==> src/rtl/absd_pkg.sv <==
`timescale 1ns / 1ps

package absd_pkg;

    localparam int LINE_MAX   = 64;
    localparam int LEN_BITS   = 24;
    localparam int CFG_W      = 16;
    localparam int CFG_RESET  = 64;
    localparam int ADDR_W     = $clog2(LINE_MAX);
    localparam int LEN_W      = $clog2(LINE_MAX + 1);
    localparam int CNT_W      = (LEN_BITS > CFG_W) ? LEN_BITS : CFG_W;
    localparam int SKIP_W     = 4;
    localparam int PAD_END    = 11;
    localparam int PREFIX_LEN = 7;
    localparam int FIFO_DEPTH = 2;
    localparam int PTR_W      = $clog2(FIFO_DEPTH);

    localparam logic [7:0] CH_CR    = 8'h0D;
    localparam logic [7:0] CH_LF    = 8'h0A;
    localparam logic [7:0] CH_PLUS  = 8'h2B;
    localparam logic [7:0] CH_QUEST = 8'h3F;
    localparam logic [7:0] CH_UNDER = 8'h5F;
    localparam logic [7:0] CH_ZERO  = 8'h30;
    localparam logic [7:0] CH_NINE  = 8'h39;
    localparam logic [7:0] CH_P     = 8'h50;
    localparam logic [7:0] CH_T     = 8'h54;
    localparam logic [7:0] CH_C     = 8'h43;
    localparam logic [7:0] CH_O     = 8'h4F;
    localparam logic [7:0] CH_S     = 8'h53;

    localparam logic [2:0] MSG_LINE      = 3'd0;
    localparam logic [2:0] MSG_SAMPLE    = 3'd1;
    localparam logic [2:0] MSG_PARAMS    = 3'd2;
    localparam logic [2:0] MSG_OP_STATUS = 3'd3;
    localparam logic [2:0] MSG_SCOPE     = 3'd4;
    localparam logic [2:0] MSG_ERROR     = 3'd5;

    localparam logic CFG_OP_STATUS = 1'b0;
    localparam logic CFG_SCOPE     = 1'b1;

    // bit positions of the first-character hit vector
    localparam int HEAD_P = 0;
    localparam int HEAD_T = 1;
    localparam int HEAD_C = 2;
    localparam int HEAD_O = 3;
    localparam int HEAD_S = 4;

    typedef struct packed {
        logic       kind;
        logic [7:0] byte_value;
    } in_item_t;

    typedef struct packed {
        logic [2:0] msg_type;
        logic [7:0] data_byte;
        logic       last;
        logic       truncated;
    } out_item_t;

    // one entry of the queue between front and back
    typedef struct packed {
        logic             is_flush;
        out_item_t        item;
        logic [LEN_W-1:0] count;
    } cmd_t;

    typedef enum logic {
        B_IDLE,
        B_LOAD
    } back_state_t;

    // "_BEGIN" tail of every block header, positions 1 to 6
    function automatic logic [7:0] tail_char(input logic [2:0] pos);
        logic [7:0] ch;
        unique case (pos)
            3'd1:    ch = 8'h5F;
            3'd2:    ch = 8'h42;
            3'd3:    ch = 8'h45;
            3'd4:    ch = 8'h47;
            3'd5:    ch = 8'h49;
            3'd6:    ch = 8'h4E;
            default: ch = 8'h00;
        endcase
        return ch;
    endfunction

endpackage

==> src/rtl/ascii_binary_stream_deframer.sv <==
// every result passes the command queue and output register, a line character also
// the store read register; throughput: one input byte per cycle while the queue has
// room, line bytes waiting until a line is read out; a line leaves the store at one
// character per cycle unless the output stalls, set by the single store read port
// reset: rst_n clears all control state at once, both block lengths return to 64;
// the line store is not cleared and needs no clearing pass
`timescale 1ns / 1ps

module ascii_binary_stream_deframer (
    input  logic                          clk,
    input  logic                          rst_n,
    input  logic                          cfg_wr_en,
    input  logic                          cfg_index,
    input  logic [absd_pkg::CFG_W-1:0]    cfg_wr_data,
    input  logic                          in_valid,
    output logic                          in_ready,
    input  absd_pkg::in_item_t            in_item,
    output logic                          out_valid,
    input  logic                          out_ready,
    output absd_pkg::out_item_t           out_item
);

    logic                          push;
    absd_pkg::cmd_t                push_cmd;
    logic                          pop;
    absd_pkg::cmd_t                head;
    logic                          fifo_full;
    logic                          fifo_empty;
    logic                          flush_done;
    logic                          wr_en;
    logic [absd_pkg::ADDR_W-1:0]   wr_addr;
    logic [7:0]                    wr_data;
    logic                          rd_en;
    logic [absd_pkg::ADDR_W-1:0]   rd_addr;
    logic [7:0]                    rd_data;

    absd_front u_front (
        .clk         (clk),
        .rst_n       (rst_n),
        .cfg_wr_en   (cfg_wr_en),
        .cfg_index   (cfg_index),
        .cfg_wr_data (cfg_wr_data),
        .in_valid    (in_valid),
        .in_ready    (in_ready),
        .in_item     (in_item),
        .fifo_full   (fifo_full),
        .flush_done  (flush_done),
        .push        (push),
        .push_cmd    (push_cmd),
        .wr_en       (wr_en),
        .wr_addr     (wr_addr),
        .wr_data     (wr_data)
    );

    absd_ram #(
        .WIDTH (8),
        .DEPTH (absd_pkg::LINE_MAX)
    ) u_line_store (
        .clk     (clk),
        .wr_en   (wr_en),
        .wr_addr (wr_addr),
        .wr_data (wr_data),
        .rd_en   (rd_en),
        .rd_addr (rd_addr),
        .rd_data (rd_data)
    );

    absd_fifo u_fifo (
        .clk      (clk),
        .rst_n    (rst_n),
        .push     (push),
        .push_cmd (push_cmd),
        .pop      (pop),
        .head     (head),
        .full     (fifo_full),
        .empty    (fifo_empty)
    );

    absd_back u_back (
        .clk        (clk),
        .rst_n      (rst_n),
        .fifo_empty (fifo_empty),
        .head       (head),
        .pop        (pop),
        .rd_en      (rd_en),
        .rd_addr    (rd_addr),
        .rd_data    (rd_data),
        .flush_done (flush_done),
        .out_valid  (out_valid),
        .out_ready  (out_ready),
        .out_item   (out_item)
    );

endmodule

==> src/rtl/absd_ram.sv <==
`timescale 1ns / 1ps

module absd_ram #(
    parameter int WIDTH = 8,
    parameter int DEPTH = 64
) (
    input  logic                     clk,
    input  logic                     wr_en,
    input  logic [$clog2(DEPTH)-1:0] wr_addr,
    input  logic [WIDTH-1:0]         wr_data,
    input  logic                     rd_en,
    input  logic [$clog2(DEPTH)-1:0] rd_addr,
    output logic [WIDTH-1:0]         rd_data
);

    logic [WIDTH-1:0] mem [DEPTH];
    logic [WIDTH-1:0] rd_data_reg;

    always_ff @(posedge clk)
    begin
        if (wr_en)
        begin
            mem[wr_addr] <= wr_data;
        end
        if (rd_en)
        begin
            rd_data_reg <= mem[rd_addr];
        end
    end

    assign rd_data = rd_data_reg;

endmodule

==> src/rtl/absd_fifo.sv <==
`timescale 1ns / 1ps

module absd_fifo (
    input  logic            clk,
    input  logic            rst_n,
    input  logic            push,
    input  absd_pkg::cmd_t  push_cmd,
    input  logic            pop,
    output absd_pkg::cmd_t  head,
    output logic            full,
    output logic            empty
);

    absd_pkg::cmd_t                 entry_reg [absd_pkg::FIFO_DEPTH];
    logic [absd_pkg::PTR_W-1:0]     wr_ptr_reg, wr_ptr_next;
    logic [absd_pkg::PTR_W-1:0]     rd_ptr_reg, rd_ptr_next;
    logic [absd_pkg::PTR_W:0]       count_reg, count_next;

    assign full  = (count_reg == (absd_pkg::PTR_W + 1)'(absd_pkg::FIFO_DEPTH));
    assign empty = (count_reg == '0);
    assign head  = entry_reg[rd_ptr_reg];

    always_comb
    begin
        wr_ptr_next = wr_ptr_reg;
        rd_ptr_next = rd_ptr_reg;
        count_next  = count_reg;
        if (push)
        begin
            wr_ptr_next = wr_ptr_reg + 1'b1;
        end
        if (pop)
        begin
            rd_ptr_next = rd_ptr_reg + 1'b1;
        end
        if (push && !pop)
        begin
            count_next = count_reg + 1'b1;
        end
        else if (pop && !push)
        begin
            count_next = count_reg - 1'b1;
        end
    end

    always_ff @(posedge clk or negedge rst_n)
    begin
        if (!rst_n)
        begin
            wr_ptr_reg <= '0;
            rd_ptr_reg <= '0;
            count_reg  <= '0;
        end
        else
        begin
            wr_ptr_reg <= wr_ptr_next;
            rd_ptr_reg <= rd_ptr_next;
            count_reg  <= count_next;
        end
    end

    always_ff @(posedge clk)
    begin
        if (push)
        begin
            entry_reg[wr_ptr_reg] <= push_cmd;
        end
    end

endmodule

==> src/rtl/absd_front.sv <==
`timescale 1ns / 1ps

module absd_front (
    input  logic                          clk,
    input  logic                          rst_n,
    input  logic                          cfg_wr_en,
    input  logic                          cfg_index,
    input  logic [absd_pkg::CFG_W-1:0]    cfg_wr_data,
    input  logic                          in_valid,
    output logic                          in_ready,
    input  absd_pkg::in_item_t            in_item,
    input  logic                          fifo_full,
    input  logic                          flush_done,
    output logic                          push,
    output absd_pkg::cmd_t                push_cmd,
    output logic                          wr_en,
    output logic [absd_pkg::ADDR_W-1:0]   wr_addr,
    output logic [7:0]                    wr_data
);

    localparam int LW = absd_pkg::LEN_W;
    localparam int NB = absd_pkg::LEN_BITS;
    localparam int CW = absd_pkg::CNT_W;
    localparam int SW = absd_pkg::SKIP_W;

    logic [2:0]                 mode_reg, mode_next;
    logic [LW-1:0]              line_len_reg, line_len_next;
    logic [1:0]                 under_cnt_reg, under_cnt_next;
    logic [NB-1:0]              accum_reg, accum_next;
    logic                       digits_done_reg, digits_done_next;
    logic [SW-1:0]              skip_left_reg, skip_left_next;
    logic [CW-1:0]              bytes_left_reg, bytes_left_next;
    logic                       overflow_reg, overflow_next;
    logic [4:0]                 head_hit_reg, head_hit_next;
    logic                       tail_ok_reg, tail_ok_next;
    logic                       store_busy_reg, store_busy_next;
    logic [absd_pkg::CFG_W-1:0] op_len_reg, op_len_next;
    logic [absd_pkg::CFG_W-1:0] scope_len_reg, scope_len_next;

    logic [7:0]    ch;
    logic          take;
    logic          is_digit;
    logic [NB+3:0] accum_ext;
    logic [NB-1:0] accum_sat;
    logic          prefix_ok;
    logic [SW-1:0] pad_skip;
    logic [2:0]    blk_type;
    logic [CW-1:0] blk_len;
    logic [SW-1:0] blk_skip;
    logic          fin;

    assign ch       = in_item.byte_value;
    // line bytes wait while the store is still being read out
    assign in_ready = !fifo_full && !((mode_reg == absd_pkg::MSG_LINE) && store_busy_reg);
    assign take     = in_valid && in_ready;
    assign is_digit = (ch >= absd_pkg::CH_ZERO) && (ch <= absd_pkg::CH_NINE);

    // times ten plus digit, saturating
    assign accum_ext = {1'b0, accum_reg, 3'b000} + {3'b000, accum_reg, 1'b0}
                     + (NB + 4)'(ch - absd_pkg::CH_ZERO);
    assign accum_sat = (accum_ext[NB+3:NB] != '0) ? '1 : accum_ext[NB-1:0];

    assign prefix_ok = (line_len_reg >= LW'(absd_pkg::PREFIX_LEN)) && tail_ok_reg;
    assign pad_skip  = (line_len_reg < LW'(absd_pkg::PAD_END))
                     ? SW'(LW'(absd_pkg::PAD_END) - line_len_reg) : '0;
    assign fin       = (bytes_left_reg == '0) || (bytes_left_reg == CW'(1));

    // block that a finished line announces
    always_comb
    begin
        blk_type = absd_pkg::MSG_LINE;
        blk_len  = '0;
        blk_skip = '0;
        if (prefix_ok)
        begin
            if (head_hit_reg[absd_pkg::HEAD_P] || head_hit_reg[absd_pkg::HEAD_T])
            begin
                blk_type = absd_pkg::MSG_SAMPLE;
                blk_len  = (under_cnt_reg == 2'd3) ? CW'(accum_reg) : '0;
            end
            else if (head_hit_reg[absd_pkg::HEAD_C])
            begin
                blk_type = absd_pkg::MSG_PARAMS;
                blk_len  = (under_cnt_reg == 2'd3) ? CW'(accum_reg) : '0;
            end
            else if (head_hit_reg[absd_pkg::HEAD_O])
            begin
                blk_type = absd_pkg::MSG_OP_STATUS;
                blk_len  = CW'(op_len_reg);
                blk_skip = pad_skip;
            end
            else if (head_hit_reg[absd_pkg::HEAD_S])
            begin
                blk_type = absd_pkg::MSG_SCOPE;
                blk_len  = CW'(scope_len_reg);
                blk_skip = pad_skip;
            end
        end
    end

    always_comb
    begin
        mode_next        = mode_reg;
        line_len_next    = line_len_reg;
        under_cnt_next   = under_cnt_reg;
        accum_next       = accum_reg;
        digits_done_next = digits_done_reg;
        skip_left_next   = skip_left_reg;
        bytes_left_next  = bytes_left_reg;
        overflow_next    = overflow_reg;
        head_hit_next    = head_hit_reg;
        tail_ok_next     = tail_ok_reg;
        store_busy_next  = store_busy_reg;
        op_len_next      = op_len_reg;
        scope_len_next   = scope_len_reg;
        push             = 1'b0;
        push_cmd         = '0;
        wr_en            = 1'b0;
        wr_addr          = line_len_reg[absd_pkg::ADDR_W-1:0];
        wr_data          = ch;

        if (flush_done)
        begin
            store_busy_next = 1'b0;
        end

        if (cfg_wr_en)
        begin
            if (cfg_index == absd_pkg::CFG_OP_STATUS)
            begin
                op_len_next = cfg_wr_data;
            end
            else
            begin
                scope_len_next = cfg_wr_data;
            end
        end

        if (take)
        begin
            if (in_item.kind)
            begin
                // link lost: drop everything, report once
                push                    = 1'b1;
                push_cmd.item.msg_type  = absd_pkg::MSG_ERROR;
                push_cmd.item.last      = 1'b1;
                mode_next               = absd_pkg::MSG_LINE;
                line_len_next           = '0;
                under_cnt_next          = '0;
                accum_next              = '0;
                digits_done_next        = 1'b0;
                overflow_next           = 1'b0;
                skip_left_next          = '0;
                bytes_left_next         = '0;
            end
            else if (mode_reg != absd_pkg::MSG_LINE)
            begin
                if (skip_left_reg != '0)
                begin
                    skip_left_next = skip_left_reg - 1'b1;
                end
                else
                begin
                    push                    = 1'b1;
                    push_cmd.item.msg_type  = mode_reg;
                    push_cmd.item.data_byte = ch;
                    push_cmd.item.last      = fin;
                    if (fin)
                    begin
                        mode_next       = absd_pkg::MSG_LINE;
                        bytes_left_next = '0;
                    end
                    else
                    begin
                        bytes_left_next = bytes_left_reg - 1'b1;
                    end
                end
            end
            else if ((ch == absd_pkg::CH_LF) || ((line_len_reg == '0)
                     && ((ch == absd_pkg::CH_PLUS) || (ch == absd_pkg::CH_QUEST))))
            begin
                if (line_len_reg == '0)
                begin
                    if (ch == absd_pkg::CH_PLUS)
                    begin
                        push                    = 1'b1;
                        push_cmd.item.msg_type  = absd_pkg::MSG_LINE;
                        push_cmd.item.data_byte = absd_pkg::CH_PLUS;
                        push_cmd.item.last      = 1'b1;
                    end
                end
                else
                begin
                    push                    = 1'b1;
                    push_cmd.is_flush       = 1'b1;
                    push_cmd.count          = line_len_reg;
                    push_cmd.item.msg_type  = absd_pkg::MSG_LINE;
                    push_cmd.item.truncated = overflow_reg;
                    store_busy_next         = 1'b1;
                    if (blk_len != '0)
                    begin
                        mode_next       = blk_type;
                        bytes_left_next = blk_len;
                        skip_left_next  = blk_skip;
                    end
                end
                line_len_next    = '0;
                under_cnt_next   = '0;
                accum_next       = '0;
                digits_done_next = 1'b0;
                overflow_next    = 1'b0;
            end
            else if (ch != absd_pkg::CH_CR)
            begin
                if (line_len_reg < LW'(absd_pkg::LINE_MAX))
                begin
                    wr_en         = 1'b1;
                    line_len_next = line_len_reg + 1'b1;
                    // header tracking over the first seven characters
                    if (line_len_reg == '0)
                    begin
                        head_hit_next = {ch == absd_pkg::CH_S, ch == absd_pkg::CH_O,
                                         ch == absd_pkg::CH_C, ch == absd_pkg::CH_T,
                                         ch == absd_pkg::CH_P};
                        tail_ok_next  = 1'b1;
                    end
                    else if (line_len_reg < LW'(absd_pkg::PREFIX_LEN))
                    begin
                        tail_ok_next = tail_ok_reg
                                     && (ch == absd_pkg::tail_char(line_len_reg[2:0]));
                    end
                end
                else
                begin
                    overflow_next = 1'b1;
                end

                if (under_cnt_reg != 2'd3)
                begin
                    if (ch == absd_pkg::CH_UNDER)
                    begin
                        under_cnt_next = under_cnt_reg + 1'b1;
                    end
                end
                else if (!digits_done_reg)
                begin
                    if (is_digit)
                    begin
                        accum_next = accum_sat;
                    end
                    else
                    begin
                        digits_done_next = 1'b1;
                    end
                end
            end
        end
    end

    always_ff @(posedge clk or negedge rst_n)
    begin
        if (!rst_n)
        begin
            mode_reg        <= absd_pkg::MSG_LINE;
            line_len_reg    <= '0;
            under_cnt_reg   <= '0;
            accum_reg       <= '0;
            digits_done_reg <= 1'b0;
            skip_left_reg   <= '0;
            bytes_left_reg  <= '0;
            overflow_reg    <= 1'b0;
            head_hit_reg    <= '0;
            tail_ok_reg     <= 1'b0;
            store_busy_reg  <= 1'b0;
            op_len_reg      <= absd_pkg::CFG_W'(absd_pkg::CFG_RESET);
            scope_len_reg   <= absd_pkg::CFG_W'(absd_pkg::CFG_RESET);
        end
        else
        begin
            mode_reg        <= mode_next;
            line_len_reg    <= line_len_next;
            under_cnt_reg   <= under_cnt_next;
            accum_reg       <= accum_next;
            digits_done_reg <= digits_done_next;
            skip_left_reg   <= skip_left_next;
            bytes_left_reg  <= bytes_left_next;
            overflow_reg    <= overflow_next;
            head_hit_reg    <= head_hit_next;
            tail_ok_reg     <= tail_ok_next;
            store_busy_reg  <= store_busy_next;
            op_len_reg      <= op_len_next;
            scope_len_reg   <= scope_len_next;
        end
    end

endmodule

==> src/rtl/absd_back.sv <==
`timescale 1ns / 1ps

module absd_back (
    input  logic                          clk,
    input  logic                          rst_n,
    input  logic                          fifo_empty,
    input  absd_pkg::cmd_t                head,
    output logic                          pop,
    output logic                          rd_en,
    output logic [absd_pkg::ADDR_W-1:0]   rd_addr,
    input  logic [7:0]                    rd_data,
    output logic                          flush_done,
    output logic                          out_valid,
    input  logic                          out_ready,
    output absd_pkg::out_item_t           out_item
);

    localparam int AW = absd_pkg::ADDR_W;
    localparam int LW = absd_pkg::LEN_W;

    absd_pkg::back_state_t state_reg, state_next;
    logic [AW-1:0]         idx_reg, idx_next;
    logic [LW-1:0]         cnt_reg, cnt_next;
    logic                  trunc_reg, trunc_next;
    logic                  out_valid_reg, out_valid_next;
    absd_pkg::out_item_t   out_reg, out_next;
    logic                  slot_free;
    logic                  last_char;

    assign slot_free = !out_valid_reg || out_ready;
    assign last_char = ((LW'(idx_reg) + 1'b1) == cnt_reg);
    assign out_valid = out_valid_reg;
    assign out_item  = out_reg;

    always_comb
    begin
        state_next     = state_reg;
        idx_next       = idx_reg;
        cnt_next       = cnt_reg;
        trunc_next     = trunc_reg;
        out_valid_next = out_valid_reg;
        out_next       = out_reg;
        pop            = 1'b0;
        rd_en          = 1'b0;
        rd_addr        = '0;
        flush_done     = 1'b0;

        if (out_valid_reg && out_ready)
        begin
            out_valid_next = 1'b0;
        end

        unique case (state_reg)
            absd_pkg::B_IDLE:
            begin
                if (!fifo_empty)
                begin
                    if (head.is_flush)
                    begin
                        // start read-out of the stored line
                        pop        = 1'b1;
                        rd_en      = 1'b1;
                        idx_next   = '0;
                        cnt_next   = head.count;
                        trunc_next = head.item.truncated;
                        state_next = absd_pkg::B_LOAD;
                    end
                    else if (slot_free)
                    begin
                        pop            = 1'b1;
                        out_valid_next = 1'b1;
                        out_next       = head.item;
                    end
                end
            end
            absd_pkg::B_LOAD:
            begin
                if (slot_free)
                begin
                    out_valid_next     = 1'b1;
                    out_next.msg_type  = absd_pkg::MSG_LINE;
                    out_next.data_byte = rd_data;
                    out_next.last      = last_char;
                    out_next.truncated = trunc_reg;
                    if (last_char)
                    begin
                        flush_done = 1'b1;
                        state_next = absd_pkg::B_IDLE;
                    end
                    else
                    begin
                        // fetch the next character while this one goes out
                        rd_en    = 1'b1;
                        rd_addr  = idx_reg + 1'b1;
                        idx_next = idx_reg + 1'b1;
                    end
                end
            end
            default:
            begin
                state_next = absd_pkg::B_IDLE;
            end
        endcase
    end

    always_ff @(posedge clk or negedge rst_n)
    begin
        if (!rst_n)
        begin
            state_reg     <= absd_pkg::B_IDLE;
            idx_reg       <= '0;
            cnt_reg       <= '0;
            trunc_reg     <= 1'b0;
            out_valid_reg <= 1'b0;
        end
        else
        begin
            state_reg     <= state_next;
            idx_reg       <= idx_next;
            cnt_reg       <= cnt_next;
            trunc_reg     <= trunc_next;
            out_valid_reg <= out_valid_next;
        end
    end

    always_ff @(posedge clk)
    begin
        out_reg <= out_next;
    end

endmodule

==> config.mk <==
export PLATFORM = sky130hd
export DESIGN_NAME = ascii_binary_stream_deframer
export DESIGN_NICKNAME = d
export VERILOG_FILES = /design/src/rtl/absd_pkg.sv /design/src/rtl/ascii_binary_stream_deframer.sv /design/src/rtl/absd_ram.sv /design/src/rtl/absd_fifo.sv /design/src/rtl/absd_front.sv /design/src/rtl/absd_back.sv
export SDC_FILE = /design/constraint.sdc
export NUM_CORES = 1
export LEC_CHECK = 0
export BUFFER_PORTS_ARGS = -buffer_cell sky130_fd_sc_hd__buf_4
export CORE_UTILIZATION = 52
export DETAILED_ROUTE_END_ITERATION = 16
export GPL_ROUTABILITY_DRIVEN = 0
export PLACE_DENSITY_LB_ADDON = 0.12
export SLEW_MARGIN = 20
export SYNTH_ARGS = -nofsm -noshare
export SYNTH_HDL_FRONTEND = slang
export SYNTH_SLANG_ARGS = --single-unit
==> constraint.sdc <==
create_clock -name clk -period 7.8 [get_ports clk]
set_input_delay 1.95 -clock clk [delete_from_list [all_inputs] [get_ports clk]]
set_output_delay 1.95 -clock clk [all_outputs]
set_load 0.02 [all_outputs]
Word-level counts from Yosys, hierarchy flattened

Memories as Yosys holds them, arrays and structs flattened. A register that Yosys moved wholly into a read port is not among the register bits.
Index checks and enable logic that the tools add are counted.
W data, S select, Z words.

Flip-flop bits (word level): 138
Latch bits: 0
Bits in writable memories: 554
Memory bits (read-only): 0
Bits of input ports: 31
Output and inout port bits: 15
Word-level logic and storage cells: 292
Memories: 2

Add/sub/neg operators: 14
Multipliers: 0
Divide/modulo/power cells: 0
$lt $le $gt $ge: 6
Eq/ne operators: 36
Shifts and indexed selects: 0
Muxes and demuxes: 151
Bitwise logic cells: 6
Reduce and logical (&&, ||, !) cells: 52

Memory list:

| name             | depth | width | read ports | clocked after Yosys merged registers in | wr ports | line            | text |
|---|---|---|---|---|---|---|---|
| u_line_store.mem | 64    | 8     | 1          | 1                                       | 1        | absd_ram.sv:16  | `logic [WIDTH-1:0] mem [DEPTH];` |
| u_fifo.entry_reg | 2     | 21    | 1          | 0                                       | 1        | absd_fifo.sv:14 | `absd_pkg::cmd_t entry_reg [absd_pkg::FIFO_DEPTH];` |

Operators with widths:

| cell                    | count |
|---|---|
| $mux W24                | 20 |
| $mux W8                 | 12 |
| $mux W1                 | 57 |
| $mux W13                | 4 |
| $mux W7                 | 7 |
| $eq A8 B7 Y1 const B    | 6 |
| $mux W4                 | 12 |
| $mux W21                | 2 |
| $mux W6                 | 7 |
| $pmux W7 S6             | 1 |
| $mux W3                 | 13 |
| $add A27 B25 Y28        | 1 |
| $add A28 B28 Y28        | 1 |
| $pmux W13 S2            | 1 |
| $eq A24 B1 Y1 const B   | 1 |
| $logic_not A24 Y1       | 1 |
| $mux W12                | 2 |
| $reduce_bool A24 Y1     | 1 |
| $reduce_bool A3 Y1      | 8 |
| $sub A24 B1 Y24 const B | 1 |
| $reduce_and A4 Y1       | 5 |
| $eq A8 B6 Y1 const B    | 2 |
| $mux W16                | 1 |
| $mux W2                 | 8 |
| other kinds (43)        | 91 |

Depth between registers and ports, before layout

Depth after elaboration: 14
Gate-level depth with buffers: 15
Gate-level depth less buffers: 14

By module

From an unflattened synthesis, not the netlist that was laid out.

Cells, all modules: 2,129
Area total of the unflattened synthesis: 31,522.7 µm²

Modules (own cells, without submodules):

| module     | instances | cells an instance | area an instance (µm²) | sequential area each (µm²) |
|---|---|---|---|---|
| absd_ram   | 1         | 972               | 20,270.7               | 15,615.0 |
| absd_front | 1         | 943               | 8,080.2                | 2,630.0 |
| absd_fifo  | 1         | 81                | 1,706.6                | 1,361.3 |
| absd_back  | 1         | 133               | 1,465.2                | 790.8 |

Worst setup path before layout

No wires, ideal clock.

Path type: input -> register
Start point: input in_item[6] in the netlist's numbering
End point: register u_front.accum_reg[13]
Setup time: 0.123 ns
Arrival: 6.223 ns
Data required time: 7.677 ns
Path slack: 1.455 ns
Stages on the path: 15
Buffers on the path: 3
Cell sequence: clkbuf_1 or3_1 inv_1 fa_1 ha_1 clkbuf_1 a21o_1 a211o_1 a2111oi_0 or3_1 o221ai_1 a211oi_1 nand4_2 buf_2 o221a_2

Longest elaborated chain between the ends: 11
Elaborated cells on any way between the ends: 26
Those cells by class: add/sub (2); order compare (2); eq/ne (6); mux (8); reduce/logical (8)

RTL lines:

| what                   | line                               | text |
|---|---|---|
| start: declaration     | ascii_binary_stream_deframer.sv:17 | `input absd_pkg::in_item_t in_item,` |
| $sub A8 B6 Y9          | absd_front.sv:60                   | `+ (NB + 4)'(ch - absd_pkg::CH_ZERO);` |
| $add A28 B28 Y28       | absd_front.sv:60                   |  |
| $reduce_bool A4 Y1     | absd_front.sv:61                   | `assign accum_sat = (accum_ext[NB+3:NB] != '0) ? '1 : accum_ext[NB-1:0];` |
| $mux W24               | absd_front.sv:61                   |  |
| $mux W24               | absd_front.sv:247                  | `if (is_digit)` |
| $mux W24               | absd_front.sv:245                  | `else if (!digits_done_reg)` |
| $mux W24               | absd_front.sv:238                  | `if (under_cnt_reg != 2'd3)` |
| $mux W24               | absd_front.sv:213                  | `else if (ch != absd_pkg::CH_CR)` |
| $mux W24               | absd_front.sv:179                  | `else if ((ch == absd_pkg::CH_LF) \|\| ((line_len_reg == '0)` |
| $mux W24               | absd_front.sv:156                  | `else if (mode_reg != absd_pkg::MSG_LINE)` |
| $mux W24               | absd_front.sv:141                  | `if (in_item.kind)` |
| end signal: assignment | absd_front.sv:283                  | `accum_reg <= accum_next;` |
| end: declaration       | absd_front.sv:29                   | `logic [NB-1:0] accum_reg, accum_next;` |

Parallel ways exist; a longest one is shown, timed or not. The select of a mux whose other input is x is not followed.
A chain may end at the register's enable or synchronous reset.

Worst setup path in the final report

Start point: input in_item[5] in the netlist's numbering
End point: register u_front.accum_reg[20]

The elaborated chain is that of the path after synthesis.

==> flow_summary.json <==
{
  "crit_required_ns": 8.29,
  "fin_hold_ws_ns": 0.481,
  "synth_edf_count": 575,
  "highest_layer": "met4",
  "run_status": "completed",
  "die-width_um": 250,
  "ys_seq_elements": 700,
  "synth-warning-count": 0,
  "path_max_fanout": 24,
  "wl_per_cell_um": 25.9,
  "clock.fmax_mhz": 152,
  "core-area_um2": 60600,
  "firstDrtPassIters": 6,
  "start_util_pct": 52.8,
  "die_area_um2": 62500,
  "tns_ns": 0,
  "crit_type": "primary input to flip-flop",
  "syn_avg_cell_area_um2": 13.5,
  "netlist-cell-type-count": 89,
  "p_per_area_nw_per_um2": 342,
  "wl_met2_um": 40600,
  "num_rows": 90,
  "drt_wl_total_um": 83000,
  "min_period_over_period_pct": 84.5,
  "max_cap_violations": 0,
  "arrival_ns": 7.08,
  "grt_util_all_layers_pct": 27.0,
  "period_needed_ns": 6.59,
  "port_buffers": 45,
  "path_buf_inv": 3,
  "largest_register_ffs": 512,
  "hold_class": "flip-flop to flip-flop",
  "synth_common_cells": "edfxtp_1 (575), nor2_1 (246), dfrtp_1 (123)",
  "vias_per_cell": 6.39,
  "yosysTopAreaCellShare_pct": 54.0,
  "ant_nets": 0,
  "die_h_um": 250,
  "overflow": 0,
  "grt_pass1_vias": 20600,
  "nFillCells": 4829,
  "htreeDepth": 3,
  "fin_area_um2": 35200,
  "finClkSkew_ns": 0.0243,
  "postLayoutCoreUtil_pct": 58.1,
  "cp-start-kind": "primary input",
  "dp_hpwl_um": 53800,
  "regArea_um2": 20400,
  "antenna_found_initial": 0,
  "syn_inst": 2368,
  "synth-main-ff-cell": "edfxtp_1",
  "drt_iter0_drc": 1968,
  "netlist_area_um2": 32000,
  "cts_tree": "built",
  "ys_seq_area_share_pct": 63.8,
  "synth.most_common_cell": "edfxtp_1",
  "ir_drop_mv": 0.431,
  "multiInputGateArea_um2": 10700,
  "setup_viol": 0,
  "hold_viol_final": 0,
  "setup.worst_path.end_class": "flip-flop",
  "leakage_nw": 12.1,
  "path_clk_slew_ns": 0.06,
  "slew_headroom_pct": 26.4,
  "post-cts-setup-buffers": 0,
  "clock-sinks": 700,
  "n_antenna_cell": 0,
  "synth_area_leaders": "edfxtp_1 (54%), dfrtp_1 (9.6%), nor2_1 (2.9%)",
  "cts_buffers": 74,
  "ios": 46,
  "crit_path_top_delay_cell": "nand4_2",
  "cpPeakStageDelay_ns": 0.57,
  "grt_max_degree": 74,
  "via_count": 20500,
  "drv_slew": 0,
  "area_delta_synth_final_pct": 10.2,
  "path_cells": "buf_4 > ha_1 > or3_1 > inv_1 > buf_4 > fa_1 > ha_1 > a21o_1 > a211o_1 > a2111oi_0 > or3_1 > o221ai_1 > a211oi_1 > nand4_2 > o31a_1",
  "drt-met1-wl_um": 34900,
  "drive_gt1_share_pct": 15.4,
  "rsz0062_at_grt": "no",
  "tightest_slew_ns": 1.10,
  "clock_latency_ns": 0.62,
  "cts_hold_buf": 0,
  "cts_buffer_depth": 3,
  "grt_pass1_wl_um": 128000,
  "nets": 2469,
  "path_delay_family": "compound AO/OA/AOI/OAI gates",
  "synthArstFlopShare_pct": 17.9,
  "synth_area_leader_cell": "edfxtp_1",
  "drc": 0,
  "synth_nets": 2470,
  "placed_area_um2": 32900,
  "root_buffer": "clkbuf_16",
  "ctsResizeCount": 0,
  "fin_total_pwr_w": 0.0121,
  "met3_length_um": 4600
}
==> final timing paths <==
kind / from / end / slack (ns) / cells after the start
max in group asynchronous: rst_n / u_front.accum_reg[11] / 5.19 / 3
min: u_fifo.count_reg[1] / u_fifo.count_reg[1] / 0.48 / 1
min reg2reg: u_fifo.count_reg[1] / u_fifo.count_reg[1] / 0.48 / 1
max reg2reg: u_back.idx_reg[0] / u_line_store.rd_data[4] / 2.92 / 9
min in group asynchronous: rst_n / u_back.out_valid / 1.24 / 1
max: in_item[5] / u_front.accum_reg[20] / 1.21 / 15
==> cell families (layout without fill, tap and decap cells) <==
| kind of cell | after synthesis | in the layout | share of synthesized area (%) |
|---|---|---|---|
| AOI/OAI and AO/OA | 607 | 607 | 13.9 |
| buffers and inverters | 215 | 265 | 2.88 |
| muxes | 132 | 132 | 5.72 |
| DFF | 700 | 700 | 63.8 |
| adders and majority gates | 71 | 71 | 3.32 |
| and+or+nand+nor | 595 | 595 | 9.01 |
| xor gates and xnor gates | 48 | 48 | 1.36 |
==> power breakdown <==
part	switching [W]	internal [W]	total [W]
Sequential	0.000276	0.00426	0.00454
Combinational	0.00256	0.00158	0.00414
Clock	0.00144	0.00194	0.00338
==> metrics by stage <==
stage / setup slack [ns] / instances
after CTS: 1.28 / 3199
after global placement: 0.790 / 3072
after floorplan: 1.45 / 2368
final: 1.21 / 3200
after detailed placement: 0.672 / 3072
after global routing: 0.883 / 3200
==> metal layers <==
metal | global-route usage, % | up-vias
li1 | - | 9216
met1 | 36.6 | 10400
met2 | 44.6 | 717
met3 | 3.65 | 147
met4 | 9.93 | 0
met5 | 0 | -
==> cell type report <==
type / instances / area share (%)
clock buffer: 98 / 5.80
clock inverter: 29 / 0.707
inverter: 54 / 0.575
multi-input combinational: 1453 / 30.4
sequential: 700 / 57.9
tap: 782 / 2.78
timing repair buffer: 84 / 1.85
==> cells in the final DEF (no fill, tap or decap), types with 19 or more instances in the layout <==
cell	n
a21boi_0	33
a21oi_1	70
a22oi_1	21
and2_1	20
buf_4	83
clkbuf_16	76
dfrtp_1	122
edfxtp_1	575
fa_1	23
ha_1	47
inv_1	53
mux2_2	76
mux2i_1	22
mux4_2	32
nand2_1	112
nand3_1	35
nor2_1	245
nor3_1	41
nor4_1	19
o211ai_1	31
o21ai_0	122
o221a_2	32
o221ai_1	49
o22ai_1	54
xnor2_1	28
Power figures use the tool's default switching activity.
